<file path="src/design/ice_detector_test_sequencer_assert.svh">
// Assertion macros shared by the ice detector test sequencer RTL.
// Depends on nothing; expects i_clk and i_rst_n in the including module.
`ifndef ICE_DETECTOR_TEST_SEQUENCER_ASSERT_SVH
`define ICE_DETECTOR_TEST_SEQUENCER_ASSERT_SVH

// Clocked check, skipped while reset is held.
`define IDS_ASSERT(label, prop, msg) \
    label: assert property (@(posedge i_clk) disable iff (!i_rst_n) (prop)) else $error(msg);

// Clocked check that also holds during reset.
`define IDS_ASSERT_ALWAYS(label, prop, msg) \
    label: assert property (@(posedge i_clk) (prop)) else $error(msg);

`endif

</file>
<file path="src/design/ids_pkg.sv">
// Shared types and constants for the ice detector test sequencer.
// No dependencies; imported by ids_channel and the top level.
`default_nettype none

package ids_pkg;

    localparam int VOLT_W  = 10;
    localparam int MACH_W  = 10;
    localparam int TICK_W  = 16;
    localparam int SEC_W   = 7;
    localparam int FAULT_W = 4;

    localparam int IN_TDATA_W  = 64;
    localparam int OUT_TDATA_W = 8;
    localparam int CFG_IDX_W   = 3;
    localparam int CFG_DATA_W  = 16;

    localparam logic [VOLT_W-1:0] RST_VOLTAGE_THRESHOLD   = VOLT_W'(180);
    localparam logic [MACH_W-1:0] RST_MACH_LIMIT          = MACH_W'(320);
    localparam logic [TICK_W-1:0] RST_TICKS_PER_SECOND    = TICK_W'(100);
    localparam logic [SEC_W-1:0]  RST_DRIVE_SECONDS       = SEC_W'(8);
    localparam logic [SEC_W-1:0]  RST_LIGHT_AFTER_SECONDS = SEC_W'(41);
    localparam logic [SEC_W-1:0]  RST_CYCLE_END_SECONDS   = SEC_W'(77);

    // fault_flags bit positions
    localparam int FLT_LEFT_FAULT   = 0;
    localparam int FLT_RIGHT_FAULT  = 1;
    localparam int FLT_LEFT_FALSE   = 2;
    localparam int FLT_RIGHT_FALSE  = 3;

    typedef enum logic [CFG_IDX_W-1:0] {
        REG_VOLTAGE_THRESHOLD   = 3'd0,
        REG_MACH_LIMIT          = 3'd1,
        REG_TICKS_PER_SECOND    = 3'd2,
        REG_DRIVE_SECONDS       = 3'd3,
        REG_LIGHT_AFTER_SECONDS = 3'd4,
        REG_CYCLE_END_SECONDS   = 3'd5
    } t_cfg_index;

    typedef struct packed {
        logic [VOLT_W-1:0] voltage_threshold;
        logic [MACH_W-1:0] mach_limit;
        logic [TICK_W-1:0] ticks_per_second;
        logic [SEC_W-1:0]  drive_seconds;
        logic [SEC_W-1:0]  light_after_seconds;
        logic [SEC_W-1:0]  cycle_end_seconds;
    } t_cfg;

    typedef struct packed {
        logic              test_running;
        logic              drive_flag;
        logic              light_flag;
        logic [TICK_W-1:0] tick_count;
        logic [SEC_W-1:0]  seconds;
    } t_chan_state;

    // Input beat, last field in the lowest bits.
    typedef struct packed {
        logic [5:0]         pad;
        logic [FAULT_W-1:0] fault_flags;
        logic               icing_present;
        logic [MACH_W-1:0]  mach_number;
        logic               test_switch;
        logic               right_power_on;
        logic               left_power_on;
        logic [VOLT_W-1:0]  right_ac_voltage;
        logic [VOLT_W-1:0]  right_dc_voltage;
        logic [VOLT_W-1:0]  left_ac_voltage;
        logic [VOLT_W-1:0]  left_dc_voltage;
    } t_in_beat;

    // Result beat, last field in the lowest bit.
    typedef struct packed {
        logic pad;
        logic right_test_light;
        logic left_test_light;
        logic right_test_drive;
        logic left_test_drive;
        logic right_detect;
        logic left_detect;
        logic icing_alarm;
    } t_out_beat;

endpackage

`default_nettype wire

</file>
<file path="src/design/ice_detector_test_sequencer.sv">
// Top level of the two-channel ice detector test sequencer.
// Depends on ids_pkg, ids_channel and ice_detector_test_sequencer_assert.svh.
`default_nettype none

`include "ice_detector_test_sequencer_assert.svh"

// Two-channel ice detector with self-test sequencer. Each input beat is one
// system timer tick carrying both channels' supply voltages, power switches,
// the shared test switch, Mach number, icing signal and fault flags; each
// produces exactly one result beat with the alarm, the per-channel detect
// bits and the test drive and light flags after that tick's update. A beat
// sits in the input register, where readiness, detection and the self-test
// update are worked out, and the result lands in the output register once
// that register is empty or being drained; a new beat is taken every cycle
// while the result side keeps up. Back pressure on the result side fills
// the input register and then drops s_axis_tready. Detection uses the drive
// flag held before the tick; the tick counter of a channel that is not
// ready is left alone. Configuration writes take effect on the next edge
// and belong only to idle periods; indexes 6 and 7 are ignored. Reset is
// synchronous, active low, and loads the documented register defaults.
module ice_detector_test_sequencer (
    input  wire logic                              i_clk,
    input  wire logic                              i_rst_n,
    // config write port
    input  wire logic                              i_cfg_we,
    input  wire logic [ids_pkg::CFG_IDX_W-1:0]     i_cfg_index,
    input  wire logic [ids_pkg::CFG_DATA_W-1:0]    i_cfg_data,
    // input stream
    input  wire logic                              s_axis_tvalid,
    output      logic                              s_axis_tready,
    // [9:0] left_dc_voltage, [19:10] left_ac_voltage, [29:20] right_dc_voltage,
    // [39:30] right_ac_voltage, [40] left_power_on, [41] right_power_on,
    // [42] test_switch, [52:43] mach_number, [53] icing_present,
    // [57:54] fault_flags, [63:58] zero
    input  wire logic [ids_pkg::IN_TDATA_W-1:0]    s_axis_tdata,
    // result stream
    output      logic                              m_axis_tvalid,
    input  wire logic                              m_axis_tready,
    // [0] icing_alarm, [1] left_detect, [2] right_detect, [3] left_test_drive,
    // [4] right_test_drive, [5] left_test_light, [6] right_test_light, [7] zero
    output      logic [ids_pkg::OUT_TDATA_W-1:0]   m_axis_tdata
);
    import ids_pkg::*;

    t_cfg        r_cfg;
    t_in_beat    r_in;
    logic        r_in_valid;
    t_out_beat   r_out;
    t_out_beat   n_out;
    logic        r_out_valid;
    logic        advance;
    logic        in_take;
    logic        mach_ok;
    logic        left_ready;
    logic        right_ready;
    t_chan_state left_state;
    t_chan_state left_next;
    t_chan_state right_state;
    t_chan_state right_next;

    // ---- configuration registers
    always_ff @(posedge i_clk) begin
        if (!i_rst_n) begin
            r_cfg.voltage_threshold   <= RST_VOLTAGE_THRESHOLD;
            r_cfg.mach_limit          <= RST_MACH_LIMIT;
            r_cfg.ticks_per_second    <= RST_TICKS_PER_SECOND;
            r_cfg.drive_seconds       <= RST_DRIVE_SECONDS;
            r_cfg.light_after_seconds <= RST_LIGHT_AFTER_SECONDS;
            r_cfg.cycle_end_seconds   <= RST_CYCLE_END_SECONDS;
        end else if (i_cfg_we) begin
            unique case (t_cfg_index'(i_cfg_index))
                REG_VOLTAGE_THRESHOLD:   r_cfg.voltage_threshold   <= i_cfg_data[VOLT_W-1:0];
                REG_MACH_LIMIT:          r_cfg.mach_limit          <= i_cfg_data[MACH_W-1:0];
                REG_TICKS_PER_SECOND:    r_cfg.ticks_per_second    <= i_cfg_data[TICK_W-1:0];
                REG_DRIVE_SECONDS:       r_cfg.drive_seconds       <= i_cfg_data[SEC_W-1:0];
                REG_LIGHT_AFTER_SECONDS: r_cfg.light_after_seconds <= i_cfg_data[SEC_W-1:0];
                REG_CYCLE_END_SECONDS:   r_cfg.cycle_end_seconds   <= i_cfg_data[SEC_W-1:0];
                default: ;  // unmapped index: drop the write
            endcase
        end
    end

    // ---- handshake
    // Advance the held beat whenever the result register is empty or being
    // drained; take a new beat whenever the input register frees up.
    assign advance       = r_in_valid && (!r_out_valid || m_axis_tready);
    assign s_axis_tready = !r_in_valid || advance;
    assign in_take       = s_axis_tvalid && s_axis_tready;

    always_ff @(posedge i_clk) begin
        if (!i_rst_n) begin
            r_in_valid <= 1'b0;
        end else if (s_axis_tready) begin
            r_in_valid <= s_axis_tvalid;
        end
    end

    always_ff @(posedge i_clk) begin
        if (in_take) begin
            r_in <= t_in_beat'(s_axis_tdata);
        end
    end

    // ---- readiness and detection
    assign mach_ok     = r_in.mach_number < r_cfg.mach_limit;
    assign left_ready  = r_in.left_power_on && mach_ok &&
                         (r_in.left_dc_voltage >= r_cfg.voltage_threshold) &&
                         (r_in.left_ac_voltage >= r_cfg.voltage_threshold) &&
                         !r_in.fault_flags[FLT_LEFT_FAULT];
    assign right_ready = r_in.right_power_on && mach_ok &&
                         (r_in.right_dc_voltage >= r_cfg.voltage_threshold) &&
                         (r_in.right_ac_voltage >= r_cfg.voltage_threshold) &&
                         !r_in.fault_flags[FLT_RIGHT_FAULT];

    ids_channel u_left (
        .i_clk         (i_clk),
        .i_rst_n       (i_rst_n),
        .i_advance     (advance),
        .i_ready       (left_ready),
        .i_test_switch (r_in.test_switch),
        .i_cfg         (r_cfg),
        .o_state       (left_state),
        .o_next        (left_next)
    );

    ids_channel u_right (
        .i_clk         (i_clk),
        .i_rst_n       (i_rst_n),
        .i_advance     (advance),
        .i_ready       (right_ready),
        .i_test_switch (r_in.test_switch),
        .i_cfg         (r_cfg),
        .o_state       (right_state),
        .o_next        (right_next)
    );

    always_comb begin
        n_out                  = '0;
        // detect on the drive flag held from the previous tick
        n_out.left_detect      = left_ready &&
                                 (r_in.icing_present || left_state.drive_flag ||
                                  r_in.fault_flags[FLT_LEFT_FALSE]);
        n_out.right_detect     = right_ready &&
                                 (r_in.icing_present || right_state.drive_flag ||
                                  r_in.fault_flags[FLT_RIGHT_FALSE]);
        n_out.icing_alarm      = n_out.left_detect || n_out.right_detect;
        n_out.left_test_drive  = left_next.drive_flag;
        n_out.right_test_drive = right_next.drive_flag;
        n_out.left_test_light  = left_next.light_flag;
        n_out.right_test_light = right_next.light_flag;
    end

    // ---- result register
    always_ff @(posedge i_clk) begin
        if (!i_rst_n) begin
            r_out_valid <= 1'b0;
        end else if (advance) begin
            r_out_valid <= 1'b1;
        end else if (m_axis_tready) begin
            r_out_valid <= 1'b0;
        end
    end

    always_ff @(posedge i_clk) begin
        if (advance) begin
            r_out <= n_out;
        end
    end

    assign m_axis_tvalid = r_out_valid;
    assign m_axis_tdata  = OUT_TDATA_W'(r_out);

    `IDS_ASSERT(a_full_backpressure,
        r_in_valid && r_out_valid && !m_axis_tready |-> !s_axis_tready,
        "input accepted while both stages are full and stalled")
    `IDS_ASSERT(a_advance_fills_output,
        advance |=> m_axis_tvalid && (m_axis_tdata == $past(OUT_TDATA_W'(n_out))),
        "advanced beat did not land in the result register")
    `IDS_ASSERT(a_alarm_matches_detect,
        m_axis_tvalid |-> m_axis_tdata[0] == (m_axis_tdata[1] || m_axis_tdata[2]),
        "icing alarm disagrees with channel detect bits")
    `IDS_ASSERT_ALWAYS(a_reset_empties,
        !i_rst_n |=> !m_axis_tvalid && s_axis_tready,
        "pipeline not empty after reset")

endmodule

`default_nettype wire

</file>
<file path="src/design/ids_channel.sv">
// One detector channel: self-test state and its per-beat update.
// Depends on ids_pkg and ice_detector_test_sequencer_assert.svh.
`default_nettype none

`include "ice_detector_test_sequencer_assert.svh"

module ids_channel (
    input  wire logic                 i_clk,
    input  wire logic                 i_rst_n,
    input  wire logic                 i_advance,
    input  wire logic                 i_ready,
    input  wire logic                 i_test_switch,
    input  wire ids_pkg::t_cfg        i_cfg,
    output      ids_pkg::t_chan_state o_state,
    output      ids_pkg::t_chan_state o_next
);
    import ids_pkg::*;

    t_chan_state r_state;
    t_chan_state n_state;

    always_comb begin
        logic [TICK_W-1:0] tick_inc;
        logic [SEC_W-1:0]  sec;
        n_state  = r_state;
        tick_inc = r_state.tick_count + TICK_W'(1);
        sec      = r_state.seconds;
        if (!i_ready) begin
            // drop the test, keep the tick count
            n_state.test_running = 1'b0;
            n_state.drive_flag   = 1'b0;
            n_state.light_flag   = 1'b0;
            n_state.seconds      = '0;
        end else begin
            if (i_test_switch && (r_state.seconds == '0)) begin
                n_state.test_running = 1'b1;
            end
            if (n_state.test_running) begin
                n_state.tick_count = tick_inc;
                if (tick_inc > i_cfg.ticks_per_second) begin
                    sec                = r_state.seconds + SEC_W'(1);
                    n_state.tick_count = '0;
                end
                n_state.seconds    = sec;
                n_state.drive_flag = (sec < i_cfg.drive_seconds);
                if ((sec > i_cfg.light_after_seconds) && (sec < i_cfg.cycle_end_seconds)) begin
                    n_state.drive_flag = 1'b0;
                    n_state.light_flag = 1'b1;
                end
                if (sec >= i_cfg.cycle_end_seconds) begin
                    n_state.light_flag   = 1'b0;
                    n_state.test_running = 1'b0;
                    n_state.seconds      = '0;
                end
            end
        end
    end

    always_ff @(posedge i_clk) begin
        if (!i_rst_n) begin
            r_state <= '0;
        end else if (i_advance) begin
            r_state <= n_state;
        end
    end

    assign o_state = r_state;
    assign o_next  = n_state;

    `IDS_ASSERT(a_not_ready_clears,
        i_advance && !i_ready |=> !r_state.test_running && !r_state.drive_flag &&
        !r_state.light_flag && (r_state.seconds == '0),
        "channel not ready but test state survived")
    `IDS_ASSERT(a_not_ready_keeps_ticks,
        i_advance && !i_ready |=> r_state.tick_count == $past(r_state.tick_count),
        "tick count changed on a channel that is not ready")
    `IDS_ASSERT(a_idle_test_holds,
        i_advance && i_ready && !r_state.test_running &&
        !(i_test_switch && (r_state.seconds == '0)) |=> $stable(r_state),
        "idle channel state moved without a test start")

endmodule

`default_nettype wire

</file>
<file path="config.mk">
export PLATFORM = sky130hd
export DESIGN_NAME = ice_detector_test_sequencer
export DESIGN_NICKNAME = d
export VERILOG_FILES = /design/src/design/ids_pkg.sv /design/src/design/ice_detector_test_sequencer.sv /design/src/design/ids_channel.sv
export VERILOG_INCLUDE_DIRS = /design/src /design/src/design
export SDC_FILE = /design/constraint.sdc
export NUM_CORES = 1
export LEC_CHECK = 0
export BUFFER_PORTS_ARGS = -buffer_cell sky130_fd_sc_hd__buf_2
export CORE_MARGIN = 2
export CORE_UTILIZATION = 33
export DETAILED_ROUTE_END_ITERATION = 8
export PLACE_DENSITY = 0.51
export SKIP_CTS_REPAIR_TIMING = 1
export SLEW_MARGIN = 40
export SYNTH_ARGS = -nofsm -noshare
export SYNTH_HDL_FRONTEND = slang
export SYNTH_SLANG_ARGS = --single-unit
export TNS_END_PERCENT = 10
</file>
<file path="constraint.sdc">
create_clock -name i_clk -period 10.1 [get_ports i_clk]
set_clock_uncertainty 0.05 [all_clocks]
set_input_delay 1.01 -clock i_clk [delete_from_list [all_inputs] [get_ports i_clk]]
set_output_delay 1.01 -clock i_clk [all_outputs]
set_load 0.1 [all_outputs]
</file>
# Word level (Yosys, flattened, before mapping)
# Cells that the tools add are included.
# Widths: inputs -> output; s select.
[totals] wordCells=130 regBits=176
[op_classes] n_mux=28 eq_ne=7 n_lt_le_gt_ge=15 reduce_logical=41 addsub=4
[op_table] op="$mux 7" n=10
[op_table] op="$mux 26" n=2
[op_table] op="$ge 10x10->1" n=4
[op_table] op="$add 16x1->16 const B" n=2
[op_table] op="$gt 16x16->1" n=2
[op_table] op="$mux 16" n=2
[op_table] op="$lt 7x7->1" n=4
[op_table] op="$logic_and 1x1->1" n=16
[op_table] op="$reduce_and 2->1" n=8
[op_table] op="$add 7x1->7 const B" n=2
[op_table] op="$ge 7x7->1" n=2
[op_table] op="$gt 7x7->1" n=2
[op_table] op="$logic_not 7->1" n=2
[op_table] op="$lt 10x10->1" n=1
[op_table] op="$mux 1" n=10
[op_table] op="$logic_or 1x1->1" n=7
[op_table] op="$eq 3x2->1 const B" n=2
[op_table] op="$eq 3x3->1 const B" n=2
[op_table] op="$mux 3" n=2
[op_table] op="$reduce_and 3->1" n=2
[op_table] op="$logic_not 1->1" n=4
[op_table] op="$mux 2" n=2
[op_table] op="$ne 2x1->1 const B" n=2
[op_table] op="$eq 3x1->1 const B" n=1
[op_table] op="other kinds (2)" n=2

# Logic depth before layout (Yosys ltp)
# Gate-level depths: netlist of run 1.
[depth] depth_word=14 depth_mapped=24

# Modules after synthesis
# A second synthesis of run 1 with hierarchy kept.
[unflattened] hier_cells=1359 area_unflattened_um2=11726.2
[modules_own_cells] module="ice_detector_test_sequencer" cells_each=482 instances=1 seq_area_each_um2=3133.0 area_per_inst_um2=5370.2
[modules_own_cells] module="ids_channel (u_left)" cells_each=452 instances=1 seq_area_each_um2=520.5 area_per_inst_um2=3261.9
[modules_own_cells] module="ids_channel (u_right)" cells_each=425 instances=1 seq_area_each_um2=520.5 area_per_inst_um2=3094.2

# Worst setup path before layout of run 1
# Ideal clock, no wire load.
[synth_timing] kind="reg-to-reg" start="reg u_right.r_state, in the netlist u_right.o_state[7]" end="reg u_right.r_state, in the netlist u_right.o_state[24]" path_stages_with_launch=25 setup_ns=0.079 synth_period_minus_slack_ns=5.089 n_path_buf=2 setup_slack_ns=5.011 t_arrival_ns=4.960 cell_sequence="dfxtp_1 -> ha_1 -> nand3_1 -> nor3_1 -> nand3_1 -> or2_1 -> xnor2_1 -> ha_1 -> nand4_1 -> nor2_1 -> a311o_1 -> nor3_1 -> nand2b_1 -> buf_2 -> buf_2 -> nor2_1 -> xnor2_1 -> ha_1 -> o21a_1 -> o31ai_1 -> a21oi_1 -> o211ai_1 -> and3_1 -> or4b_1 -> o22ai_1"
[synth_between] elab_chain_cells=10 word_cells_on_any_way=12 classes_between="add/sub: 1; order compare: 4; mux: 6; reduce/logical: 1"
[synth_lines] item="start, declared" line_no="ids_channel.sv:19" source="t_chan_state r_state;"
[synth_lines] item="start signal, assigned" line_no="ids_channel.sv:63" source="r_state <= n_state;"
[synth_lines] item="$add 16x1->16 *" line_no="ids_channel.sv:26" source="tick_inc = r_state.tick_count + TICK_W'(1);"
[synth_lines] item="$gt 16x16->1 *" line_no="ids_channel.sv:40" source="if (tick_inc > i_cfg.ticks_per_second) begin"
[synth_lines] item="$mux 7 *" line_no="ids_channel.sv:40"
[synth_lines] item="$mux 7 *" line_no="ids_channel.sv:38" source="if (n_state.test_running) begin"
[synth_lines] item="$mux 7 *" line_no="ids_channel.sv:28" source="if (!i_ready) begin"
[synth_lines] item="$gt 7x7->1 / $lt 7x7->1 (equally long branches)" line_no="ids_channel.sv:46" source="if ((sec > i_cfg.light_after_seconds) && (sec < i_cfg.cycle_end_seconds)) begin"
[synth_lines] item="$logic_and 1x1->1" line_no="ids_channel.sv:46"
[synth_lines] item="$mux 2 *" line_no="ids_channel.sv:46"
[synth_lines] item="$mux 26 *" line_no="ids_channel.sv:38"
[synth_lines] item="$mux 3 *" line_no="ids_channel.sv:28"
# Every way passes the cells marked *; elsewhere a longest branch is shown, timed or not. The select of a mux whose other input is x is not followed.
# A chain may end at the register's enable or synchronous reset.

# Worst setup path in the final report of run 1
[layout_timing] start="reg u_left.r_state, in the netlist u_left.o_state[7]" end="reg u_left.r_state, in the netlist u_left.o_state[1]"
[layout_between] elab_chain_cells=9
[layout_lines] item="start, declared" line_no="ids_channel.sv:19"
[layout_lines] item="start signal, assigned" line_no="ids_channel.sv:63"
[layout_lines] item="$add 16x1->16 *" line_no="ids_channel.sv:26"
[layout_lines] item="$gt 16x16->1 *" line_no="ids_channel.sv:40"
[layout_lines] item="$mux 7 *" line_no="ids_channel.sv:40"
[layout_lines] item="$mux 7 *" line_no="ids_channel.sv:38"
[layout_lines] item="$mux 7 *" line_no="ids_channel.sv:28"
[layout_lines] item="$ge 7x7->1" line_no="ids_channel.sv:50" source="if (sec >= i_cfg.cycle_end_seconds) begin"
[layout_lines] item="$mux 7 *" line_no="ids_channel.sv:50"
[layout_lines] item="$mux 26 *" line_no="ids_channel.sv:38"
[layout_lines] item="$mux 7 *" line_no="ids_channel.sv:28"
# Marked as above.

==> impl_metrics.tcl, run 1 <==
set metrics [dict create \
    synth_top_area_share_pct 21.7 \
    critical_path.slowest_cell "or4_1" \
    core_area_sq_mm 0.0306 \
    worst_slack_ns 3.90 \
    grt_pass1_vias 7876 \
    period_share_pct 61.3 \
    clock_sinks 176 \
    worstMarginPinSlew_ns 0.846 \
    dp_cells 1571 \
    ant_nets 0 \
    finalSetupViolations 0 \
    required_ns 10.44 \
    vias_per_cell 5.14 \
    die_h_microns 180 \
    crit_path_end_kind "flop" \
    fin_setup_tns_ns 0 \
    cp.buffers_inverters 0 \
    crit_top_cell "ha_1" \
    area_growth_pct 14.1 \
    vdd_ir_drop_max_mv 0.0998 \
    drive_above_1_share_pct 12.4 \
    synth_top_family_by_area "simple AND/OR/NAND/NOR gates" \
    dp_slack_ns 3.96 \
    synthMuxAreaShare_pct 0.878 \
    cts_max_path_buffers 2 \
    yosys.area_share.simple_pct 19.3 \
    power_density_mw_per_mm2 134 \
    gp_congestion 0.806 \
    rows 64 \
    period_needed_ns 6.20 \
    drc 0 \
    slew_headroom_pct 43.5 \
    finalMaxSlewViolations 0 \
    synth_xor_area_share_pct 3.16 \
    final_nets 1410 \
    dr.pass1.iters 7 \
    r2r_cells 18 \
    syn_area_sq_mm 0.0103 \
    hold_path_depth 2 \
    rsz0062_at_grt "false" \
    fmax_mhz 161 \
    dp.final_hpwl_microns 19400 \
    path_max_fanout 11 \
    path_class "reg -> reg" \
    initial_core_util_pct 33.5 \
    numCtsBuffers 17 \
    antenna_found_initial 2 \
    cts_tree "done" \
    clk_pin_slew_ns 0.08 \
    routed_wl_microns 26200 \
    status "finished, final reports clean" \
    crit_chain "ha_1, and3_1, and3_1, nand2_1, nor3_1, xnor2_1, ha_1, nand4_2, or4_1, and2_1, o21ai_0, ha_1, a21o_1, a21o_1, a2111oi_4, nand4_1, nor2_1, a32o_1" \
    portBuffers 90 \
    cp-start-kind "flop" \
    synth-edff-count 65 \
    grt_overflow 0 \
    num_vias 8238 \
    grt_first_pass_wirelength_microns 42600 \
    ys.flop_type "dfxtp_1" \
    clkLatencyLatePin_ns 0.45 \
    async_flop_share_pct 0 \
    drt_iter0_drc 521 \
    finalNonFillerCells 1604 \
    die_w_microns 180 \
    synthTopCellsByArea "dfxtp_1 (22%), edfxtp_1 (19%), ha_1 (15%), nand2_1 (5.7%), a21oi_1 (5.5%)" \
    pin_count 98 \
    syn-num-nets 1330 \
    ys_ff_latch 176 \
    synth_area_per_cell_sq_um 9.20 \
    cp.depth 18 \
    arrival_ns 6.53 \
    synth-compound-area-share_pct 15.9 \
    leakage_uw 0.00464 \
    yosys_warnings 0 \
    grt_max_degree 59 \
    antenna_cells 0 \
    cts_root_buf "clkbuf_16" \
    hold_path_class "reg -> reg" \
    yosysUniqueCellTypes 73 \
    cts.htree.levels 4 \
    cp_top_family "simple AND/OR/NAND/NOR gates" \
    track_usage_pct 16.3 \
    wire_per_inst_microns 16.3 \
    yosysSeqAreaShare_pct 40.7 \
    syn-instance-count 1115 \
    die-area_sq_mm 0.0325 \
    holdWs_ns 0.404 \
    maxCapViolCount 0 \
    yosysTopAreaCell "dfxtp_1" \
    critical-path-max-stage-delay_ns 0.77 \
    final-hold-violation-count 0 \
    synthAdderAreaFrac_pct 15.5 \
]
[final timing paths]
kind	startpoint	end	slack, ns
min reg2reg	r_cfg[32]$_SDFFE_PN0P_	r_cfg[32]$_SDFFE_PN0P_	0.40
max	u_left.o_state[7]$_SDFFE_PN0P_	u_left.o_state[1]$_SDFFE_PN0P_	3.90
max reg2reg	u_left.o_state[7]$_SDFFE_PN0P_	u_left.o_state[1]$_SDFFE_PN0P_	3.90
min	r_cfg[32]$_SDFFE_PN0P_	r_cfg[32]$_SDFFE_PN0P_	0.40
[through the flow]
| stage | instance area (sq um) | utilization [%] | power (uW) |
|---|---|---|---|
| after CTS | 11700 | 38.2 | 1590 |
| after global routing | 11700 | 38.3 | 1630 |
| after detailed placement | 11100 | 36.3 | 912 |
| after global placement | 11100 | 36.3 | 910 |
| after floorplan | 10300 | - | 861 |
| final | 11700 | 38.3 | 1570 |
[state kept, by name, summed over array words and instances, names as in the netlist]
signal / flops
m_axis_tvalid: 1
u_left.o_state: 26
r_in: 58
r_cfg: 57
r_in_valid: 1
u_right.o_state: 26
m_axis_tdata: 7
[cells in the final DEF (no fill, tap or decap), types with 18 or more instances in the layout]
cell      count
a21oi_1     112
buf_2        90
dfxtp_1     111
edfxtp_1     65
ha_1        127
inv_1        78
nand2_1     157
nand3_1      34
nand4_1      31
nor2_1       51
o211ai_1     18
o21ai_0      28
o22ai_1      19
or3_1        18
xnor2_1      29
[metal layers]
layer	track usage, %	routed length, microns	vias up
met5	0	24	-
met4	4.35	303	4
met3	3.21	1170	25
met2	25.3	11600	191
met1	23.2	13100	3814
li1	-	-	4204
[where the power goes]
part | switching, uW | internal [uW] | total (uW)
registers | 8.10 | 757 | 765
logic | 86.5 | 42.6 | 129
clock network | 341 | 336 | 677
total | 435 | 1140 | 1570
[final cells by class]
| type | count | area [sq um] |
|---|---|---|
| Clock buffer | 17 | 425 |
| Clock inverter | 15 | 176 |
| Fill cell | 3124 | 18900 |
| Inverter | 79 | 297 |
| Multi-Input combinational cell | 822 | 5620 |
| Sequential cell | 176 | 4170 |
| Tap cell | 396 | 495 |
| Timing Repair Buffer | 99 | 518 |
[cells by family after synthesis]
logic type      after synthesis
other cells                   1
mux                           9
simple gates                392
compound gates              256
buf+inv                     117
xor+xnor                     37
flops                       176
fa+ha+maj                   127
[Yosys cell counts (all sizes together), types with 11 or more instances]
cell	n
nand2	157
ha	127
a21oi	112
dfxtp	111
inv	79
edfxtp	65
nor2	52
nand3	34
o21ai	34
nand4	32
xnor2	29
clkbuf	24
or3	20
o22ai	19
o211ai	18
and3	16
nor2b	16
nor3	15
buf	14
a211oi	11
[worst reg2reg max path, delay by kind of cell (launching register included)]
| kind | cells | cell delay, ns |
|---|---|---|
| AO/OA/AOI/OAI | 5 | 1.61 |
| XOR/XNOR | 1 | 0.14 |
| adder cells (fa/ha/maj) | 3 | 0.94 |
| flip-flops | 1 | 0.44 |
| AND/OR/NAND/NOR | 9 | 2.98 |
Note: power is estimated with default switching activity, not from simulation.
==> run 2, diff against run 1 <==
==> constraint.sdc (replaced) <==
create_clock -name i_clk -period 6.5 [get_ports i_clk]
set_clock_uncertainty 0.05 [all_clocks]
set_input_delay 0.65 -clock i_clk [delete_from_list [all_inputs] [get_ports i_clk]]
set_output_delay 0.65 -clock i_clk [all_outputs]
set_load 0.1 [all_outputs]
==> impl_metrics.tcl, run 2 (same netlist as run 1, synthesis figures left out) <==
set metrics [dict create \
    arrival_ns 6.19 \
    grt_pass1_vias 7908 \
    dp.final_hpwl_microns 19500 \
    fin_util_pct 38.5 \
    portBuffers 90 \
    wire_per_inst_microns 16.4 \
    routed_wl_microns 26400 \
    clk_pin_slew_ns 0.08 \
    drive_above_1_share_pct 12.8 \
    initial_core_util_pct 33.5 \
    dp_slack_ns 0.624 \
    largest_reg_flops 58 \
    period_needed_ns 5.87 \
    worst_slack_ns 0.625 \
    core_area_sq_mm 0.0306 \
    vdd_ir_drop_max_mv 0.167 \
    finalMaxSlewViolations 0 \
    slew_headroom_pct 46.2 \
    numCtsBuffers 17 \
    required_ns 6.82 \
    fmax_mhz 170 \
    path_max_fanout 12 \
    crit_path_end_kind "flop" \
    antenna_found_initial 3 \
    drc 0 \
    cts_max_path_buffers 2 \
    die_w_microns 180 \
    grt_first_pass_wirelength_microns 42400 \
    clkLatencyLatePin_ns 0.44 \
    cts.htree.levels 4 \
    dr.pass1.iters 5 \
    status "finished, final reports clean" \
    vias_per_cell 5.09 \
    clock_sinks 176 \
    r2r_cells 22 \
    holdWs_ns 0.326 \
    hold_path_depth 1 \
    top_register "r_in" \
    ant_nets 0 \
    grt_overflow 0 \
    cts_tree "done" \
    track_usage_pct 16.4 \
    final_nets 1417 \
    final_common_cell "nand2_1" \
    die_h_microns 180 \
    area_growth_pct 14.8 \
    finalSetupViolations 0 \
    cp-start-kind "flop" \
    period_share_pct 90.4 \
    rows 64 \
    cts_root_buf "clkbuf_16" \
    leakage_uw 0.00469 \
    hold_path_class "in -> reg" \
    final-hold-violation-count 0 \
    die-area_sq_mm 0.0325 \
    drt_iter0_drc 517 \
    top_regs "r_in x58, r_cfg x57" \
    fin_setup_tns_ns 0 \
    rsz0062_at_grt "false" \
    pin_count 98 \
    grt_max_degree 59 \
    path_class "reg -> reg" \
    num_vias 8201 \
    gp_congestion 0.826 \
    power_density_mw_per_mm2 211 \
    worstMarginPinSlew_ns 0.805 \
    maxCapViolCount 0 \
    final_cell_mix "nand2_1 (157), ha_1 (127), a21oi_1 (112)" \
]
## run 2: per-stage QoR
step / total power (uW) / cell area, sq um / cells
6_report: 2480 / 11800 / 1612
5_1_grt: 2590 / 11800 / 1612
4_1_cts: 2520 / 11800 / 1610
3_5_place_dp: 1420 / 11100 / 1578
3_3_place_gp: 1420 / 11100 / 1578
2_1_floorplan: 1340 / 10300 / 1115
## run 2: final timing paths
kind	startpoint	endpoint	slack [ns]
worst max register to register	u_right.o_state[7]$_SDFFE_PN0P_	u_right.o_state[24]$_SDFFE_PN0P_	0.63
worst min register to register	r_cfg[24]$_SDFFE_PN0P_	r_cfg[24]$_SDFFE_PN0P_	0.41
worst max-delay path	u_right.o_state[7]$_SDFFE_PN0P_	u_right.o_state[24]$_SDFFE_PN0P_	0.63
worst min-delay path	s_axis_tdata[56]	r_in[56]$_DFFE_PP_	0.33
## run 2: metal layers
layer  wire length (microns)  global-route usage, %  up-vias
met5                      21                      0        -
met1                   13000                   22.7     3757
met2                   11700                   25.6      190
met4                     492                   4.84        4
li1                        -                      -     4216
met3                    1210                   3.64       34
## run 2: cell type report
cell class | instances | area [sq um]
fillers | 3112 | 18800
multi-input cells | 822 | 5620
flip-flops and latches | 176 | 4170
repair buffers | 106 | 571
well taps | 396 | 495
clock buffers | 17 | 425
inverters | 79 | 297
clock inverters | 15 | 190
diodes | 1 | 2.50
## run 2: power by group
part | total (uW) | internal, uW | leakage [uW] | switching (uW)
combinational | 202 | 67.0 | 0.00286 | 135
sequential | 1190 | 1180 | 0.00153 | 12.0
clock | 1090 | 588 | 0.000300 | 504
## run 2: critical path, cell delays in order, from the launching register on
cell      delay, ns
dfxtp_1        0.40
ha_1           0.25
nand3_1        0.22
nor3_1         0.42
nand3_1        0.22
or2_1          0.28
xnor2_1        0.14
ha_1           0.29
nand4_1        0.17
or3_1          0.40
a21oi_1        0.12
nor3_1         0.06
buf_4          0.19
nor2_1         0.46
o21ai_0        0.21
ha_1           0.34
nor2b_1        0.14
o31ai_1        0.20
a21oi_1        0.09
o211ai_1       0.35
and3_1         0.22
or4b_1         0.43
o22ai_1        0.14
